<file path="src/rtl/dbe_pkg.sv">
// Package: shared types, constants and tables for the bearing estimator.
package dbe_pkg;

  localparam int NumCalEntries = 6;
  localparam int AngleBits     = 16;
  localparam int SampleBits    = 16;
  localparam int FiltBits      = SampleBits + 8;
  localparam int CordicSteps   = 16;
  localparam int CordicW       = 32;
  localparam int GainInv       = 39797;
  localparam int StepW         = $clog2(CordicSteps + 1);
  localparam int CalIdxW       = $clog2(NumCalEntries + 1);

  typedef enum logic [2:0] {
    REQ_SAMPLE    = 3'd0,
    REQ_CALIBRATE = 3'd1,
    REQ_NUDGE_ENT = 3'd2,
    REQ_NUDGE_GLB = 3'd3,
    REQ_SET_OFF   = 3'd4,
    REQ_WRITE_ENT = 3'd5,
    REQ_READ_ENT  = 3'd6,
    REQ_NONE      = 3'd7
  } req_e;

  typedef enum logic [1:0] {
    CFG_RATE    = 2'd0,
    CFG_BETA    = 2'd1,
    CFG_QUANTUM = 2'd2
  } cfg_e;

  typedef enum logic [3:0] {
    ST_IDLE,
    ST_CTRL,
    ST_FILT_MUL,
    ST_FILT_ADD,
    ST_VEC_INIT,
    ST_VEC_ITER,
    ST_ROT_INIT,
    ST_ROT_ITER,
    ST_SCALE_MUL1,
    ST_SCALE_MUL2,
    ST_SCALE_OUT,
    ST_OUT
  } state_e;

  typedef struct packed {
    logic filt_mul;
    logic filt_add;
    logic vec_init;
    logic vec_step;
    logic rot_init;
    logic rot_step;
    logic scale_mul1;
    logic scale_mul2;
    logic scale_out;
    logic ctrl_req;
  } dp_cmd_t;

  typedef struct packed {
    logic             is_sample;
    logic             report_due;
    logic [StepW-1:0] step;
  } dp_sts_t;

  function automatic logic [CordicW-1:0] atan_lut(input logic [4:0] i);
    logic [CordicW-1:0] r;
    unique case (i)
      5'd0:  r = 32'h20000000;
      5'd1:  r = 32'h12E4051E;
      5'd2:  r = 32'h09FB385B;
      5'd3:  r = 32'h051111D4;
      5'd4:  r = 32'h028B0D43;
      5'd5:  r = 32'h0145D7E1;
      5'd6:  r = 32'h00A2F61E;
      5'd7:  r = 32'h00517C55;
      5'd8:  r = 32'h0028BE53;
      5'd9:  r = 32'h00145F2F;
      5'd10: r = 32'h000A2F98;
      5'd11: r = 32'h000517CC;
      5'd12: r = 32'h00028BE6;
      5'd13: r = 32'h000145F3;
      5'd14: r = 32'h0000A2FA;
      5'd15: r = 32'h0000517D;
      5'd16: r = 32'h000028BE;
      5'd17: r = 32'h0000145F;
      5'd18: r = 32'h00000A30;
      5'd19: r = 32'h00000518;
      5'd20: r = 32'h0000028C;
      5'd21: r = 32'h00000146;
      5'd22: r = 32'h000000A3;
      5'd23: r = 32'h00000051;
      default: r = '0;
    endcase
    return r;
  endfunction

endpackage

</file>
<file path="src/rtl/dbe_ctrl.sv">
// Controller: sequences one request through the datapath.
module dbe_ctrl
  import dbe_pkg::*;
(
  input  logic    clk_i,
  input  logic    rst_ni,
  input  logic    in_valid_i,
  output logic    in_stall_o,
  input  logic    out_stall_i,
  output logic    out_valid_o,
  input  dp_sts_t sts_i,
  output dp_cmd_t cmd_o,
  output logic    res_load_o
);

  state_e state_q, state_d;

  always_ff @(posedge clk_i or negedge rst_ni) begin
    if (!rst_ni) begin
      state_q <= ST_IDLE;
    end else begin
      state_q <= state_d;
    end
  end

  // The output register is loaded only in ST_OUT and held until transferred.
  logic out_valid_q, out_valid_d;
  always_ff @(posedge clk_i or negedge rst_ni) begin
    if (!rst_ni) begin
      out_valid_q <= 1'b0;
    end else begin
      out_valid_q <= out_valid_d;
    end
  end
  assign out_valid_o = out_valid_q;

  always_comb begin
    state_d     = state_q;
    cmd_o       = '0;
    res_load_o  = 1'b0;
    in_stall_o  = 1'b1;
    out_valid_d = out_valid_q && out_stall_i;
    unique case (state_q)
      ST_IDLE: begin
        in_stall_o = 1'b0;
        if (in_valid_i) begin
          if (sts_i.is_sample) begin
            state_d = ST_FILT_MUL;
          end else begin
            state_d = ST_CTRL;
          end
        end
      end
      ST_CTRL: begin
        cmd_o.ctrl_req = 1'b1;
        state_d = ST_OUT;
      end
      ST_FILT_MUL: begin
        cmd_o.filt_mul = 1'b1;
        state_d = ST_FILT_ADD;
      end
      ST_FILT_ADD: begin
        cmd_o.filt_add = 1'b1;
        state_d = ST_VEC_INIT;
      end
      ST_VEC_INIT: begin
        if (sts_i.report_due) begin
          cmd_o.vec_init = 1'b1;
          state_d = ST_VEC_ITER;
        end else begin
          state_d = ST_IDLE;
        end
      end
      ST_VEC_ITER: begin
        cmd_o.vec_step = 1'b1;
        if (sts_i.step == StepW'(CordicSteps - 1)) state_d = ST_ROT_INIT;
      end
      ST_ROT_INIT: begin
        cmd_o.rot_init = 1'b1;
        state_d = ST_ROT_ITER;
      end
      ST_ROT_ITER: begin
        cmd_o.rot_step = 1'b1;
        if (sts_i.step == StepW'(CordicSteps - 1)) state_d = ST_SCALE_MUL1;
      end
      ST_SCALE_MUL1: begin
        cmd_o.scale_mul1 = 1'b1;
        state_d = ST_SCALE_MUL2;
      end
      ST_SCALE_MUL2: begin
        cmd_o.scale_mul2 = 1'b1;
        state_d = ST_SCALE_OUT;
      end
      ST_SCALE_OUT: begin
        cmd_o.scale_out = 1'b1;
        state_d = ST_OUT;
      end
      ST_OUT: begin
        // Datapath flags whether a result exists; wait for a free output slot.
        if (!(out_valid_q && out_stall_i)) begin
          res_load_o  = 1'b1;
          out_valid_d = sts_i.report_due;
          state_d     = ST_IDLE;
        end
      end
      default: state_d = ST_IDLE;
    endcase
  end

endmodule

</file>
<file path="config.mk">
export PLATFORM = sky130hd
export DESIGN_NAME = dbe_ctrl
export DESIGN_NICKNAME = d
export VERILOG_FILES = /design/src/rtl/dbe_pkg.sv /design/src/rtl/dbe_ctrl.sv
export SDC_FILE = /design/constraint.sdc
export NUM_CORES = 1
export LEC_CHECK = 0
export BUFFER_PORTS_ARGS = -buffer_cell sky130_fd_sc_hd__buf_2
export CORE_MARGIN = 2
export CORE_UTILIZATION = 30
export DETAILED_ROUTE_END_ITERATION = 16
export HOLD_SLACK_MARGIN = 0.08
export PLACE_DENSITY = 0.61
export RECOVER_POWER = 100
export SLEW_MARGIN = 20
export SYNTH_ARGS = -nofsm -noshare
export SYNTH_HDL_FRONTEND = slang
export SYNTH_SLANG_ARGS = --single-unit
</file>
<file path="constraint.sdc">
create_clock -name clk_i -period 1.4 [get_ports clk_i]
set_input_delay 0.07 -clock clk_i [delete_from_list [all_inputs] [get_ports clk_i]]
set_output_delay 0.07 -clock clk_i [all_outputs]
set_load 0.05 [all_outputs]
</file>
==> metrics.txt <==
io pins=24; commonest non-fill, non-tap cell in the layout=buf_6; met3 WL=64 µm; RSZ-0062 raised after global routing=yes; critical-path cell list=or4_4, nor2_4, a311o_2, mux2i_1; Mean Syn Cell Area=7.403 µm²; Ant. Diodes=0; post-DP HPWL=956.8 µm; slew margin rel.=59.83%; cells after synthesis=60; Routed met2 length=866 µm; global-route wire length before repair=2435 µm; status=finished, violations left; Pwr Density=2554 mW/mm²; clk sinks=5; xor/xnor cell area share of the yosys netlist=0%; CTS tree=yes; WS Path Type=register to register; vias in the first global route=561; Critical path origin=state_q[3]$_DFFE_PN0P_; Initial DRC Count=4; period utilization=105.4%; failing checks=setup timing; GRT Residual Overflow=0; wl on met1=599 µm; synth unique cells=27; min-delay src=out_stall_i; FF-to-FF Start=state_q[3]$_DFFE_PN0P_; FF-to-FF path depth=4; commonest non-fill, non-tap cells in the layout=buf_6, buf_4, buf_2; Hold EP=out_valid_o$_DFF_PN0_; clk_skew=0.004800 ns; Critical Path Max Stage Delay=0.56 ns; Crit path required time=1.57 ns; largest cells by area after synthesis=dfrtp_1, nor2_1, mux2i_1; startpoint type of the worst setup path=register; Clock Path Buffers=2; die width=42.48 µm; routed len/inst=13.54 µm; uppermost layer routed=met3; Total Negative Setup Slacks=-0.3671 ns; post-synthesis adder-cell area fraction=0%; # port buffers=23; core footprint=0.001350 mm²; R2R Setup Slk=-0.08 ns; Total GRT Usage=18.39%; Max Fclk=677.7 MHz; MaxCap Viol Count=0; Compound-Gate Fraction of Synth Area=20.85%; H-tree levels=1; DRC=0; Mapped Nets=71; area grow syn2layout=101.7%; Via Count=580; fin crit period=1.476 ns; worst hold stages=3; placement row count=13; die extent in y=42.48 µm; CTS buffer count=3; DIE AREA=0.001805 mm²; critical path's slowest cell=or4_4; WL final=1530 µm; antenna violations before repair=0; Clk Latency, worst-skew pair=0.25 ns; vias per inst=5.133; final worst slack=-0.07561 ns; Max Slew Vio Count=0; Max Fanout on Critical Path=4; Synth top area share=28.17%; simple-gate portion of the synthesized area=38.03%; mux contribution to synthesized area=6.761%; Hold WS=0.1056 ns; RR Endpoint=state_q[0]$_DFFE_PN0P_; root buf cell=clkbuf_4; Final setup viols=10; LEAKAGE=0.4013 nW; main combinational cell family by area after synthesis=simple AND/OR/NAND/NOR gates; largest net degree at the start of global routing=13; crit path capture type=register; sequential share of the synthesized area=28.17%; placer congestion estimate=0.8046; worst slew pin tran=0.6051 ns; fin nets=110; CP delay by family, top=simple AND/OR/NAND/NOR gates; layout cells sized above 1=61.22%; Hold Fails Final Rpt=0; Worst-path clk slew=0.05 ns; Min-Delay Path Class=input port to register; YS warnings=0; VDD IR-drop max=1.376 mV; CP Data Arrival Time=1.64 ns; Routed Antenna Nets=0; initial core utilization=32.90%; 1st-pass router iterations=4; synthesized cell area=444.2 µm²; Buf/Inv on CP=0; Synth area leader=dfrtp_1; Yosys reg bits=5
[worst reg2reg max path: stages, from the launching register on]
cell and delay (ns):
dfrtp_1 0.38, or4_4 0.56, nor2_4 0.10, a311o_2 0.17, mux2i_1 0.19
[metrics by stage]
stage / cell area (µm²) / setup slack (ns) / total power, mW / utilization (%) / std cells
2_1_floorplan: 494.2 / -0.1356 / 1.303 / - / 60
3_3_place_gp: 664.4 / -0.03563 / 1.639 / 49.21 / 102
3_5_place_dp: 664.4 / -0.02861 / 1.639 / 49.21 / 102
4_1_cts: 849.6 / -0.05110 / 2.167 / 62.93 / 112
5_1_grt: 895.9 / -0.1133 / 2.426 / 66.36 / 113
6_report: 895.9 / -0.07561 / 2.288 / 66.36 / 113
[cell type report]
cell class	instances	area [µm²]
fill	113	454.2
multi-input combinational	49	399.1
timing repair buffer	38	316.6
sequential	5	127.6
clock buffer	4	26.28
tap	15	18.77
inverter	2	7.507
[cell families after synthesis]
family / Yosys count
AOI/OAI and AO/OA: 13
buffers and inverters: 6
DFF: 5
muxes: 3
and+or+nand+nor: 33
[cells in the mapped netlist]
cell type and instances:
nand4_1 1, dfrtp_1 5, nor2_2 1, buf_4 1
and2_1 1, a21oi_1 5, o21a_1 1, nor2_1 9
buf_2 1, o22ai_1 2, or2b_2 1, or4_4 1
a311o_2 1, nor3_1 6, nor2b_1 2, mux2i_1 3
and2b_1 1, o21bai_1 1, or2_1 1, inv_1 2
o21ai_0 1, nand3_1 1, clkbuf_1 2, nand2_1 6
nand2b_1 2, a211oi_1 1, o41ai_2 1
[worst max-delay path by stage]
stage               slack, ns  cells after the start                     end
detailed placement      -0.03                      4  state_q[0]$_DFFE_PN0P_
global placement        -0.04                      4  state_q[0]$_DFFE_PN0P_
CTS                     -0.05                      2              in_stall_o
floorplan               -0.14                      4                cmd_o[7]
finish                  -0.08                      4  state_q[0]$_DFFE_PN0P_
global route            -0.11                      5                cmd_o[9]
[flip-flops by register name, indices dropped and copies added, names as in the netlist]
| signal | count |
|---|---|
| state_q | 4 |
| out_valid_o | 1 |
[per-layer routing]
| metal | vias up | track usage (%) |
|---|---|---|
| li1 | 290 | - |
| met1 | 271 | 19.01 |
| met2 | 19 | 35.08 |
| met3 | 0 | 6.466 |
| met4 | 0 | 3.750 |
| met5 | - | 0 |
[power breakdown]
| part | switching (mW) | leakage (nW) | internal (mW) |
|---|---|---|---|
| logic | 1.07 | 0.326 | 0.778 |
| registers | 0.0566 | 0.0605 | 0.213 |
| clock network | 0.0657 | 0.0150 | 0.108 |
| total | 1.19 | 0.401 | 1.10 |
[repair_timing]
action                     in CTS  in global routing
resized for setup              31                 12
pin swaps                       4                  2
setup buffers                   4                  1
hold buffers                    2                  0
hold endpoints to repair        6                  0
setup endpoints to repair      15                 16
No activity file was read; power rests on OpenSTA's default activity.
